--- src/rtl/core/plhl_pkg.sv ---
`default_nettype none
// ----------------------------------------------------------------------------
// plhl_pkg: shared constants and functions of the height lookup
// Field widths, status and function codes, datapath widths and the built-in
// terrain breakpoints loaded by the clearing pass after reset.
// ----------------------------------------------------------------------------
package plhl_pkg;

   // payload field widths
   localparam int COORD_W  = 16;
   localparam int INDEX_W  = 6;
   localparam int COUNT_W  = 7;
   localparam int STATUS_W = 2;
   localparam int ENTRY_W  = 2 * COORD_W;

   // default table depth and points in use after reset
   localparam int DEF_MAX_POINTS = 64;
   localparam int BOOT_POINTS    = 9;
   localparam logic [COUNT_W-1:0] RESET_POINTS_IN_USE = COUNT_W'(BOOT_POINTS);

   // datapath widths: differences, products, numerator of the division
   localparam int DIFF_W = COORD_W + 1;
   localparam int PROD_W = 2 * DIFF_W;
   localparam int NUM_W  = PROD_W + 1;
   localparam int DEN_W  = COORD_W;

   // saturation limits as magnitudes
   localparam int SAT_POS_MAG = 32767;
   localparam int SAT_NEG_MAG = 32768;
   localparam logic [COORD_W-1:0] HEIGHT_MAX = 16'h7FFF;
   localparam logic [COORD_W-1:0] HEIGHT_MIN = 16'h8000;

   // function codes
   localparam logic FUNC_WRITE = 1'b0;
   localparam logic FUNC_QUERY = 1'b1;

   // status codes
   localparam logic [STATUS_W-1:0] STATUS_OK     = 2'd0;
   localparam logic [STATUS_W-1:0] STATUS_BEYOND = 2'd1;
   localparam logic [STATUS_W-1:0] STATUS_ZERO   = 2'd2;
   localparam logic [STATUS_W-1:0] STATUS_SAT    = 2'd3;

   // built-in breakpoint for a table entry: y in the high half, x in the low
   function automatic logic [ENTRY_W-1:0] boot_entry(input int unsigned idx);
      logic [ENTRY_W-1:0] e;
      case (idx)
         0:       e = {16'd300,  16'd100};
         1:       e = {16'd100,  16'd700};
         2:       e = {16'd100,  16'd900};
         3:       e = {16'd300,  16'd1500};
         4:       e = {16'd400,  16'd2000};
         5:       e = {16'd200,  16'd3000};
         6:       e = {16'd300,  16'd4000};
         7:       e = {16'd200,  16'd6000};
         8:       e = {16'd10,   16'd7000};
         default: e = '0;
      endcase
      return e;
   endfunction

endpackage
`default_nettype wire

--- src/rtl/core/plhl_if.sv ---
`default_nettype none
// ----------------------------------------------------------------------------
// plhl_if: request and response channels of the height lookup
// Valid/ready channels; a beat moves when valid and ready are both high.
// ----------------------------------------------------------------------------
interface plhl_req_if;
   logic                                 valid;
   logic                                 ready;
   logic                                 func;
   logic        [plhl_pkg::INDEX_W-1:0]  point_index;
   logic        [plhl_pkg::COORD_W-1:0]  point_x;
   logic signed [plhl_pkg::COORD_W-1:0]  point_y;
   logic        [plhl_pkg::COORD_W-1:0]  query_x;

   modport source (output valid, func, point_index, point_x, point_y, query_x,
                   input ready);
   modport sink   (input valid, func, point_index, point_x, point_y, query_x,
                   output ready);
endinterface

interface plhl_rsp_if;
   logic                                 valid;
   logic                                 ready;
   logic signed [plhl_pkg::COORD_W-1:0]  height;
   logic        [plhl_pkg::INDEX_W-1:0]  segment_end;
   logic        [plhl_pkg::STATUS_W-1:0] status;

   modport source (output valid, height, segment_end, status, input ready);
   modport sink   (input valid, height, segment_end, status, output ready);
endinterface
`default_nettype wire

--- src/rtl/core/piecewise_linear_height_lookup_top.sv ---
`default_nettype none
// ----------------------------------------------------------------------------
// piecewise_linear_height_lookup_top: terrain height by linear interpolation
// Breakpoint table in one RAM; queries scan it and divide iteratively.
// ----------------------------------------------------------------------------
// After reset the block runs a clearing pass over all MAX_POINTS addresses that
// loads the nine built-in breakpoints and zeroes the rest; req_bus.ready stays
// low meanwhile (CSR writes are taken). A write beat stores one breakpoint and
// yields an all-zero response. A query beat streams the first N table entries,
// N being the clamped points_in_use, through the single RAM read port (fewer
// when an early point ends the scan), then passes multiply, sum and magnitude,
// the bit-per-cycle divider (35 steps, then done) and the response register.
// A zero-length segment skips the divider. The next request is taken in the
// cycle after the response is loaded. One item is worked at a time; the
// response register lets the next request in while a response waits on
// rsp_bus.ready.
// ----------------------------------------------------------------------------
module piecewise_linear_height_lookup_top #(
   parameter int MAX_POINTS = plhl_pkg::DEF_MAX_POINTS
) (
   input  logic                         clock,
   input  logic                         reset,
   plhl_req_if.sink                     req_bus,
   plhl_rsp_if.source                   rsp_bus,
   input  logic                         csr_we,
   input  logic [plhl_pkg::COUNT_W-1:0] csr_wdata
);

   import plhl_pkg::*;

   localparam int ADDR_W = $clog2(MAX_POINTS);
   localparam logic [ADDR_W-1:0] LAST_ADDR = ADDR_W'(MAX_POINTS - 1);

   localparam logic [2:0] S_INIT = 3'd0;
   localparam logic [2:0] S_IDLE = 3'd1;
   localparam logic [2:0] S_SCAN = 3'd2;
   localparam logic [2:0] S_MUL  = 3'd3;
   localparam logic [2:0] S_SUM  = 3'd4;
   localparam logic [2:0] S_ABS  = 3'd5;
   localparam logic [2:0] S_DIV  = 3'd6;
   localparam logic [2:0] S_RESP = 3'd7;

   // control state
   logic [2:0]         state_ff, state_in;
   logic [ADDR_W-1:0]  init_addr_ff, init_addr_in;
   logic [ADDR_W-1:0]  scan_addr_ff, scan_addr_in;
   logic               issued_all_ff, issued_all_in;
   logic               rd_vld_ff, rd_vld_in;
   logic [ADDR_W-1:0]  data_idx_ff, data_idx_in;
   logic [ADDR_W-1:0]  last_ff, last_in;
   logic               write_ff, write_in;
   logic [COUNT_W-1:0] points_ff, points_in;
   logic               rsp_valid_ff, rsp_valid_in;

   // datapath registers
   logic        [COORD_W-1:0]  qx_ff;
   logic        [ENTRY_W-1:0]  prev_ff;
   logic signed [DIFF_W-1:0]   dx_ff, dy_ff, qd_ff, ay_ff;
   logic        [ADDR_W-1:0]   seg_ff;
   logic                       found_ff, zero_ff;
   logic signed [PROD_W-1:0]   p1_ff, p2_ff;
   logic signed [NUM_W-1:0]    sum_ff;
   logic                       qneg_ff;
   logic signed [COORD_W-1:0]  rsp_height_ff;
   logic        [INDEX_W-1:0]  rsp_seg_ff;
   logic        [STATUS_W-1:0] rsp_status_ff;

   // combinational
   logic               accept, wr_item, q_item, idx_ok, issue;
   logic               scan_data, scan_take, hit, scan_end, rsp_load;
   logic [31:0]        idx_wide, pts_wide, n_wide, last_wide;
   logic               ram_we;
   logic [ADDR_W-1:0]  ram_waddr;
   logic [ENTRY_W-1:0] ram_wdata, rd_data;
   logic [COORD_W-1:0] cur_x, prev_x;
   logic               div_start, div_done;
   logic [NUM_W-1:0]   num_mag, quot;
   logic [DIFF_W-1:0]  den_full;
   logic               sat;
   logic [COORD_W-1:0] q_low;
   logic signed [COORD_W-1:0]  height_in;
   logic        [INDEX_W-1:0]  seg_out_in;
   logic        [STATUS_W-1:0] status_in;
   logic [31:0]        seg_wide;

   // request handshake
   assign req_bus.ready = (state_ff == S_IDLE);
   assign accept  = req_bus.valid && req_bus.ready;
   assign wr_item = accept && (req_bus.func == FUNC_WRITE);
   assign q_item  = accept && (req_bus.func == FUNC_QUERY);

   // write index check and clamp of points in use
   assign idx_wide  = 32'(req_bus.point_index);
   assign idx_ok    = (idx_wide < 32'(MAX_POINTS));
   assign pts_wide  = 32'(points_ff);
   assign n_wide    = (pts_wide < 32'd2) ? 32'd2 :
                      (pts_wide > 32'(MAX_POINTS)) ? 32'(MAX_POINTS) : pts_wide;
   assign last_wide = n_wide - 32'd1;

   // table RAM: clearing pass or breakpoint write
   assign ram_we    = (state_ff == S_INIT) || (wr_item && idx_ok);
   assign ram_waddr = (state_ff == S_INIT) ? init_addr_ff : idx_wide[ADDR_W-1:0];
   assign ram_wdata = (state_ff == S_INIT) ? boot_entry(32'(init_addr_ff)) :
                      {req_bus.point_y, req_bus.point_x};

   plhl_ram #(
      .WIDTH (ENTRY_W),
      .DEPTH (MAX_POINTS)
   ) u_table (
      .clock   (clock),
      .wr_en   (ram_we),
      .wr_addr (ram_waddr),
      .wr_data (ram_wdata),
      .rd_addr (scan_addr_ff),
      .rd_data (rd_data)
   );

   // scan: reads stream out one per cycle, compare works on the registered read data
   assign issue     = (state_ff == S_SCAN) && !issued_all_ff;
   assign cur_x     = rd_data[COORD_W-1:0];
   assign prev_x    = prev_ff[COORD_W-1:0];
   assign scan_data = (state_ff == S_SCAN) && rd_vld_ff;
   assign scan_take = scan_data && (data_idx_ff != '0);
   assign hit       = (cur_x >= qx_ff);
   assign scan_end  = scan_take && (hit || (data_idx_ff == last_ff));

   // divider operands
   assign num_mag   = sum_ff[NUM_W-1] ? NUM_W'(-sum_ff) : NUM_W'(sum_ff);
   assign den_full  = dx_ff[DIFF_W-1] ? DIFF_W'(-dx_ff) : DIFF_W'(dx_ff);
   assign div_start = (state_ff == S_ABS) && !zero_ff;

   plhl_div #(
      .NUM_W (NUM_W),
      .DEN_W (DEN_W)
   ) u_div (
      .clock (clock),
      .reset (reset),
      .start (div_start),
      .num   (num_mag),
      .den   (den_full[DEN_W-1:0]),
      .done  (div_done),
      .quot  (quot)
   );

   // control next state
   always_comb begin
      state_in      = state_ff;
      init_addr_in  = init_addr_ff;
      scan_addr_in  = scan_addr_ff;
      issued_all_in = issued_all_ff;
      rd_vld_in     = issue;
      data_idx_in   = scan_addr_ff;
      last_in       = last_ff;
      write_in      = write_ff;
      points_in     = csr_we ? csr_wdata : points_ff;
      case (state_ff)
         S_INIT: begin
            init_addr_in = init_addr_ff + ADDR_W'(1);
            if (init_addr_ff == LAST_ADDR) begin
               state_in = S_IDLE;
            end
         end
         S_IDLE: begin
            if (wr_item) begin
               write_in = 1'b1;
               state_in = S_RESP;
            end else if (q_item) begin
               write_in      = 1'b0;
               scan_addr_in  = '0;
               issued_all_in = 1'b0;
               last_in       = last_wide[ADDR_W-1:0];
               state_in      = S_SCAN;
            end
         end
         S_SCAN: begin
            if (issue) begin
               if (scan_addr_ff == last_ff) begin
                  issued_all_in = 1'b1;
               end else begin
                  scan_addr_in = scan_addr_ff + ADDR_W'(1);
               end
            end
            if (scan_end) begin
               state_in = S_MUL;
            end
         end
         S_MUL:  state_in = S_SUM;
         S_SUM:  state_in = S_ABS;
         S_ABS:  state_in = zero_ff ? S_RESP : S_DIV;
         S_DIV: begin
            if (div_done) begin
               state_in = S_RESP;
            end
         end
         S_RESP: begin
            if (rsp_load) begin
               state_in = S_IDLE;
            end
         end
         default: state_in = S_INIT;
      endcase
   end

   always_ff @(posedge clock) begin
      if (reset) begin
         state_ff      <= S_INIT;
         init_addr_ff  <= '0;
         scan_addr_ff  <= '0;
         issued_all_ff <= 1'b0;
         rd_vld_ff     <= 1'b0;
         data_idx_ff   <= '0;
         last_ff       <= '0;
         write_ff      <= 1'b0;
         points_ff     <= RESET_POINTS_IN_USE;
         rsp_valid_ff  <= 1'b0;
      end else begin
         state_ff      <= state_in;
         init_addr_ff  <= init_addr_in;
         scan_addr_ff  <= scan_addr_in;
         issued_all_ff <= issued_all_in;
         rd_vld_ff     <= rd_vld_in;
         data_idx_ff   <= data_idx_in;
         last_ff       <= last_in;
         write_ff      <= write_in;
         points_ff     <= points_in;
         rsp_valid_ff  <= rsp_valid_in;
      end
   end

   // query capture and segment endpoints
   always_ff @(posedge clock) begin
      if (q_item) begin
         qx_ff <= req_bus.query_x;
      end
      if (scan_data && !scan_end) begin
         prev_ff <= rd_data;
      end
      if (scan_end) begin
         dx_ff    <= $signed({1'b0, cur_x}) - $signed({1'b0, prev_x});
         dy_ff    <= $signed({rd_data[ENTRY_W-1], rd_data[ENTRY_W-1:COORD_W]}) -
                     $signed({prev_ff[ENTRY_W-1], prev_ff[ENTRY_W-1:COORD_W]});
         qd_ff    <= $signed({1'b0, qx_ff}) - $signed({1'b0, prev_x});
         ay_ff    <= $signed({prev_ff[ENTRY_W-1], prev_ff[ENTRY_W-1:COORD_W]});
         seg_ff   <= data_idx_ff;
         found_ff <= hit;
         zero_ff  <= (cur_x == prev_x);
      end
   end

   // products, numerator and quotient sign
   always_ff @(posedge clock) begin
      if (state_ff == S_MUL) begin
         p1_ff <= dy_ff * qd_ff;
         p2_ff <= ay_ff * dx_ff;
      end
      if (state_ff == S_SUM) begin
         sum_ff <= {p1_ff[PROD_W-1], p1_ff} + {p2_ff[PROD_W-1], p2_ff};
      end
      if (state_ff == S_ABS) begin
         qneg_ff <= sum_ff[NUM_W-1] ^ dx_ff[DIFF_W-1];
      end
   end

   // response fields: sign, saturation and status priority
   assign sat      = qneg_ff ? (quot > NUM_W'(SAT_NEG_MAG)) :
                               (quot > NUM_W'(SAT_POS_MAG));
   assign q_low    = quot[COORD_W-1:0];
   assign seg_wide = 32'(seg_ff);

   always_comb begin
      height_in  = '0;
      seg_out_in = '0;
      status_in  = STATUS_OK;
      if (!write_ff) begin
         seg_out_in = seg_wide[INDEX_W-1:0];
         if (zero_ff) begin
            height_in = ay_ff[COORD_W-1:0];
            status_in = STATUS_ZERO;
         end else if (sat) begin
            height_in = qneg_ff ? HEIGHT_MIN : HEIGHT_MAX;
            status_in = STATUS_SAT;
         end else begin
            height_in = qneg_ff ? (-q_low) : q_low;
            status_in = found_ff ? STATUS_OK : STATUS_BEYOND;
         end
      end
   end

   // response register
   assign rsp_load = (state_ff == S_RESP) && (!rsp_valid_ff || rsp_bus.ready);

   always_comb begin
      rsp_valid_in = rsp_valid_ff;
      if (rsp_load) begin
         rsp_valid_in = 1'b1;
      end else if (rsp_bus.ready) begin
         rsp_valid_in = 1'b0;
      end
   end

   always_ff @(posedge clock) begin
      if (rsp_load) begin
         rsp_height_ff <= height_in;
         rsp_seg_ff    <= seg_out_in;
         rsp_status_ff <= status_in;
      end
   end

   assign rsp_bus.valid       = rsp_valid_ff;
   assign rsp_bus.height      = rsp_height_ff;
   assign rsp_bus.segment_end = rsp_seg_ff;
   assign rsp_bus.status      = rsp_status_ff;

endmodule
`default_nettype wire

--- src/rtl/core/plhl_ram.sv ---
`default_nettype none
// ----------------------------------------------------------------------------
// plhl_ram: generic single-clock RAM
// One write port, one read port, read data registered.
// ----------------------------------------------------------------------------
module plhl_ram #(
   parameter int WIDTH = 32,
   parameter int DEPTH = 64
) (
   input  logic                     clock,
   input  logic                     wr_en,
   input  logic [$clog2(DEPTH)-1:0] wr_addr,
   input  logic [WIDTH-1:0]         wr_data,
   input  logic [$clog2(DEPTH)-1:0] rd_addr,
   output logic [WIDTH-1:0]         rd_data
);

   logic [WIDTH-1:0] mem_ff [DEPTH];
   logic [WIDTH-1:0] rd_data_ff;

   always_ff @(posedge clock) begin
      if (wr_en) begin
         mem_ff[wr_addr] <= wr_data;
      end
      rd_data_ff <= mem_ff[rd_addr];
   end

   assign rd_data = rd_data_ff;

endmodule
`default_nettype wire

--- src/rtl/core/plhl_div.sv ---
`default_nettype none
// ----------------------------------------------------------------------------
// plhl_div: unsigned restoring divider
// One quotient bit per cycle, NUM_W steps; done pulses with quot valid.
// ----------------------------------------------------------------------------
module plhl_div #(
   parameter int NUM_W = plhl_pkg::NUM_W,
   parameter int DEN_W = plhl_pkg::DEN_W
) (
   input  logic             clock,
   input  logic             reset,
   input  logic             start,
   input  logic [NUM_W-1:0] num,
   input  logic [DEN_W-1:0] den,
   output logic             done,
   output logic [NUM_W-1:0] quot
);

   localparam int CNT_W = $clog2(NUM_W + 1);

   logic             busy_ff, busy_in;
   logic             done_ff, done_in;
   logic [CNT_W-1:0] cnt_ff, cnt_in;
   logic [NUM_W-1:0] quot_ff;
   logic [DEN_W-1:0] rem_ff;
   logic [DEN_W-1:0] den_ff;
   logic [DEN_W:0]   rem_shift;
   logic [DEN_W:0]   rem_diff;
   logic             fits;

   // one restoring step: shift in next numerator bit, try subtract
   assign rem_shift = {rem_ff, quot_ff[NUM_W-1]};
   assign rem_diff  = rem_shift - {1'b0, den_ff};
   assign fits      = (rem_shift >= {1'b0, den_ff});

   // step counter and handshake
   always_comb begin
      busy_in = busy_ff;
      cnt_in  = cnt_ff;
      done_in = 1'b0;
      if (start) begin
         busy_in = 1'b1;
         cnt_in  = CNT_W'(NUM_W);
      end else if (busy_ff) begin
         cnt_in = cnt_ff - CNT_W'(1);
         if (cnt_ff == CNT_W'(1)) begin
            busy_in = 1'b0;
            done_in = 1'b1;
         end
      end
   end

   always_ff @(posedge clock) begin
      if (reset) begin
         busy_ff <= 1'b0;
         done_ff <= 1'b0;
         cnt_ff  <= '0;
      end else begin
         busy_ff <= busy_in;
         done_ff <= done_in;
         cnt_ff  <= cnt_in;
      end
   end

   // quotient shifts in from the right as the numerator shifts out
   always_ff @(posedge clock) begin
      if (start) begin
         quot_ff <= num;
         rem_ff  <= '0;
         den_ff  <= den;
      end else if (busy_ff) begin
         quot_ff <= {quot_ff[NUM_W-2:0], fits};
         rem_ff  <= fits ? rem_diff[DEN_W-1:0] : rem_shift[DEN_W-1:0];
      end
   end

   assign done = done_ff;
   assign quot = quot_ff;

endmodule
`default_nettype wire

--- src/flat_wrapper.sv ---
// flat-port wrapper written by rule: the top's interface ports become plain ports
module piecewise_linear_height_lookup_top_flat import plhl_pkg::*;
#(
   parameter int MAX_POINTS = plhl_pkg::DEF_MAX_POINTS
)
  (clock, reset, csr_we, csr_wdata, req_bus_valid, req_bus_func, req_bus_point_index, req_bus_point_x, req_bus_point_y, req_bus_query_x, req_bus_ready, rsp_bus_valid, rsp_bus_height, rsp_bus_segment_end, rsp_bus_status, rsp_bus_ready);
  plhl_req_if req_bus_i ();
  plhl_rsp_if rsp_bus_i ();
  input  logic clock;
  input  logic reset;
  input  logic csr_we;
  input  logic [plhl_pkg::COUNT_W-1:0] csr_wdata;
  input wire logic [$bits(req_bus_i.valid)-1:0] req_bus_valid;
  input wire logic [$bits(req_bus_i.func)-1:0] req_bus_func;
  input wire logic [$bits(req_bus_i.point_index)-1:0] req_bus_point_index;
  input wire logic [$bits(req_bus_i.point_x)-1:0] req_bus_point_x;
  input wire logic [$bits(req_bus_i.point_y)-1:0] req_bus_point_y;
  input wire logic [$bits(req_bus_i.query_x)-1:0] req_bus_query_x;
  output wire logic [$bits(req_bus_i.ready)-1:0] req_bus_ready;
  output wire logic [$bits(rsp_bus_i.valid)-1:0] rsp_bus_valid;
  output wire logic [$bits(rsp_bus_i.height)-1:0] rsp_bus_height;
  output wire logic [$bits(rsp_bus_i.segment_end)-1:0] rsp_bus_segment_end;
  output wire logic [$bits(rsp_bus_i.status)-1:0] rsp_bus_status;
  input wire logic [$bits(rsp_bus_i.ready)-1:0] rsp_bus_ready;
  assign req_bus_i.valid = req_bus_valid;
  assign req_bus_i.func = req_bus_func;
  assign req_bus_i.point_index = req_bus_point_index;
  assign req_bus_i.point_x = req_bus_point_x;
  assign req_bus_i.point_y = req_bus_point_y;
  assign req_bus_i.query_x = req_bus_query_x;
  assign req_bus_ready = req_bus_i.ready;
  assign rsp_bus_valid = rsp_bus_i.valid;
  assign rsp_bus_height = rsp_bus_i.height;
  assign rsp_bus_segment_end = rsp_bus_i.segment_end;
  assign rsp_bus_status = rsp_bus_i.status;
  assign rsp_bus_i.ready = rsp_bus_ready;
  piecewise_linear_height_lookup_top #(.MAX_POINTS(MAX_POINTS)) u_core (.clock(clock), .reset(reset), .req_bus(req_bus_i), .rsp_bus(rsp_bus_i), .csr_we(csr_we), .csr_wdata(csr_wdata));
endmodule
--- config.mk ---
export PLATFORM = sky130hd
export DESIGN_NAME = piecewise_linear_height_lookup_top_flat
export DESIGN_NICKNAME = d
export VERILOG_FILES = /design/src/rtl/core/plhl_pkg.sv /design/src/rtl/core/plhl_if.sv /design/src/rtl/core/piecewise_linear_height_lookup_top.sv /design/src/rtl/core/plhl_ram.sv /design/src/rtl/core/plhl_div.sv /design/src/flat_wrapper.sv
export SDC_FILE = /design/constraint.sdc
export NUM_CORES = 2
export LEC_CHECK = 0
export ABC_AREA = 1
export BUFFER_PORTS_ARGS = -buffer_cell sky130_fd_sc_hd__buf_4
export CAP_MARGIN = 30
export CORE_ASPECT_RATIO = 1.1
export CORE_MARGIN = 2
export CORE_UTILIZATION = 55
export CTS_CLUSTER_SIZE = 10
export DETAILED_ROUTE_END_ITERATION = 10
export PLACE_DENSITY = 0.79
export SETUP_SLACK_MARGIN = 0.05
export SYNTH_ARGS = -nofsm -noshare
export SYNTH_HDL_FRONTEND = slang
export SYNTH_SLANG_ARGS = --single-unit
--- constraint.sdc ---
create_clock -name clock -period 5.85 [get_ports clock]
set_input_delay 1.17 -clock clock [delete_from_list [all_inputs] [get_ports clock]]
set_output_delay 1.17 -clock clock [all_outputs]
set_load 0.02 [all_outputs]
==> reports/summary.txt <==
largest family of logic cells by synthesized area -> adder cells
Final Setup Violations -> 0
Rows -> 183
mapped cell area -> 0.1243 mm2
Worst path max stage delay -> 0.53 ns
Seq/Total Area, Yosys -> 58.54%
GRT Resource Usage Total -> 32.79%
Hold Slack -> 0.4341 ns
share of layout cells above drive strength 1 -> 11.48%
maximum clock path buffer count -> 4
setup_tns -> 0 ns
max-capacitance violation count -> 0
GRT overflow -> 0
FMAX -> 176.4 MHz
final core occ -> 62.28%
Fin. Hold Viols -> 0
CTS tree -> done
clk_skew -> 0.07288 ns
predominant post-synthesis flop cell -> edfxtp_1
worst-path cell chain -> buf_4 > buf_4 > clkinvlp_4 > nand2_1 > fa_2 > inv_1 > fa_2 > inv_1 > fa_1 > inv_1 > fa_1 > fa_1 > fa_1 > ha_4 > nand2_1 > nor2_1 > nand4_1 > nor3_2 > nand2_2 > nand4_1 > nand2_1
RSZ-0062 raised after global routing -> true
HP Class -> input port to flip-flop
Seq cells post-synth -> 2461
Critical Path Start Type -> flip-flop
CP Max Fanout -> 4
Pre-Repair DR Iteration Count -> 7
commonest non-fill, non-tap cell in the layout -> edfxtp_1
most frequent cells in the layout -> 2349 x edfxtp_1, 1356 x nand2_1, 1323 x nor2_1
first-pass GRT wire length -> 560700 um
Arr. time, crit path -> 6.32 ns
Final ANT Viol Nets -> 0
initial detailed-routing violation count -> 11840
crit end category -> flip-flop
asr flop ratio synth -> 0%
status -> complete, no violations
Slew HR -> 27.56%
Post-CTS Hold Fix Bufs -> 0
Num CTS Buffers -> 302
synthesized netlist cell count -> 11130
DIE WIDTH -> 457.3 um
Required @ worst endpoint -> 6.50 ns
xor and xnor area share after synthesis -> 1.395%
DR vias/cell -> 6.165
Layout Area Growth over Synthesis -> 12.87%
max-slew violation count -> 0
final worst slack -> 0.1804 ns
distinct cell type count after synthesis -> 63
Layout Cells excl Fill -> 14500
DIE AREA -> 0.2299 mm2
critical path type -> flip-flop to flip-flop
compound-cell area share of the yosys netlist -> 10.31%
clock root cell -> clkbuf_16
HPWL after detailed placement -> 245600 um
clock sink count -> 2461
Placed Cells -> 14040
nets -> 12400
port bufs -> 92
largest net degree at the start of global routing -> 200
worst-skew pair later-pin latency -> 0.94 ns
routed via count -> 89410
post-route minimum period -> 5.670 ns
filler cell count -> 16880
number of global-route vias before repair -> 90530
syn avg cell area -> 11.17 um2
multiplexer share of the synthesized area -> 0%
die height -> 502.6 um
Total Routed Length -> 380400 um
CP max-delay cell -> fa_2
# IOs -> 93
WL per Instance -> 26.23 um
Pleak -> 54.92 nW
worst slack at placement -> -0.1505 ns
PD cells -> 280.1 mW/mm2
H-tree depth -> 5
initial core utilization -> 55.18%
Critical Path Most Common Cell -> fa_1
syn_nets -> 12080
Core Box Area -> 0.2253 mm2
Clk pin slew, worst setup/hold paths -> 0.06 ns
initial antenna violation count -> 16
EDFF count, synth -> 2349
worst vdd ir -> 0.3529 mV
GPL Wtd Cong -> 0.9583
Yosys warnings -> 0
fin crit share -> 96.92%
worst-margin pin slew -> 1.084 ns
adder-cell area share of the yosys netlist -> 12.29%
simple logic cell fraction of the synthesized area -> 11.13%
# DRC -> 0
final cells by class:
class | instances | area, um2 | area share (%)
Antenna cell | 6 | 15.01 | 0.01070
Sequential cell | 2461 | 72800 | 51.88
Multi-Input combinational cell | 6722 | 45290 | 32.28
Timing Repair Buffer | 623 | 5293 | 3.772
Clock buffer | 366 | 7945 | 5.662
Inverter | 1343 | 5076 | 3.618
Clock inverter | 21 | 197.7 | 0.1409
Tap cell | 2960 | 3704 | 2.639
sequential cells by signal (all words and copies together), names as in the netlist, 7 cells and up, named ones only:
| name | count |
|---|---|
| u_core.ay_ff | 16 |
| u_core.prev_ff | 32 |
| u_core.dx_ff | 17 |
| u_core.points_ff | 7 |
| u_core.p1_ff | 34 |
| u_core.qx_ff | 16 |
| u_core.rsp_bus.height | 16 |
| u_core.u_div.rem_ff | 16 |
| u_core.qd_ff | 17 |
| u_core.u_table.mem_ff | 2048 |
| u_core.p2_ff | 33 |
| u_core.dy_ff | 17 |
| u_core.u_table.rd_data | 32 |
| u_core.u_div.den_ff | 16 |
| u_core.u_div.quot | 35 |
| u_core.sum_ff | 35 |
metrics by stage:
stage / cell area, um2 / power, mW
2_1_floorplan: 124300 / 21.99
3_3_place_gp: 130600 / 23.20
3_5_place_dp: 130700 / 23.29
4_1_cts: 139000 / 39.29
5_1_grt: 140300 / 40.17
6_report: 140300 / 39.31
routing by layer:
metal	up-vias	global-route usage, %	part of all wire, %
met1	43630	39.01	34
met3	1301	6.307	10
li1	38710	-	-
met4	16	22.37	7.9
met2	5755	54.31	48
met5	-	0	0.026
what timing repair did:
| action | CTS | global route |
|---|---|---|
| setup buffers | 17 | 51 |
| endpoints found under the setup margin | 20 | 35 |
| gates resized for setup | 15 | 205 |
| pin swaps | 0 | 71 |
Yosys cell counts (95+ instances only):
cell / n / area share (%)
nand3_1: 400 / 1.6
nand2_1: 1377 / 4.2
o22ai_1: 313 / 1.6
xor2_1: 139 / 0.98
nor2_1: 1419 / 4.3
inv_1: 1321 / 4.0
fa_1: 577 / 9.3
dfxtp_1: 112 / 1.8
ha_1: 298 / 3.0
buf_2: 95 / 0.38
o21ai_0: 1210 / 4.9
edfxtp_1: 2349 / 57
o221ai_1: 179 / 1.3
a21oi_1: 334 / 1.3
clkbuf_1: 409 / 1.2
power breakdown:
part | total [mW] | switching (mW) | internal, mW
sequential | 20.4 | 0.207 | 20.2
clock | 16.3 | 6.76 | 9.50
combinational | 2.69 | 2.10 | 0.596
logic make-up (layout without fill, tap and decap cells):
| logic type | Yosys count | in the layout |
|---|---|---|
| buffers and inverters | 1950 | 2353 |
| AOI/OAI and AO/OA | 2248 | 2248 |
| xor gates and xnor gates | 198 | 198 |
| and+or+nand+nor | 3401 | 3401 |
| other | 0 | 6 |
| adders and majority gates | 875 | 875 |
| DFF | 2461 | 2461 |
worst paths after layout:
check,start,to,slack [ns],cells past startpoint
setup / recovery,u_core.dx_ff[13],u_core.p2_ff[29],0.18,21
hold / removal,req_bus_query_x[14],u_core.qx_ff[14],0.43,1
setup reg to reg,u_core.dx_ff[13],u_core.p2_ff[29],0.18,21
hold reg to reg,u_core.prev_ff[24],u_core.ay_ff[8],0.45,0
critical path, delay by kind of cell, from the launching register on:
kind          cells  cell delay (ns)
fa+ha+maj         7             3.25
buf+inv           6             0.64
flops             1             0.50
simple gates      8             0.99
Note: power is estimated with default switching activity, not from simulation.
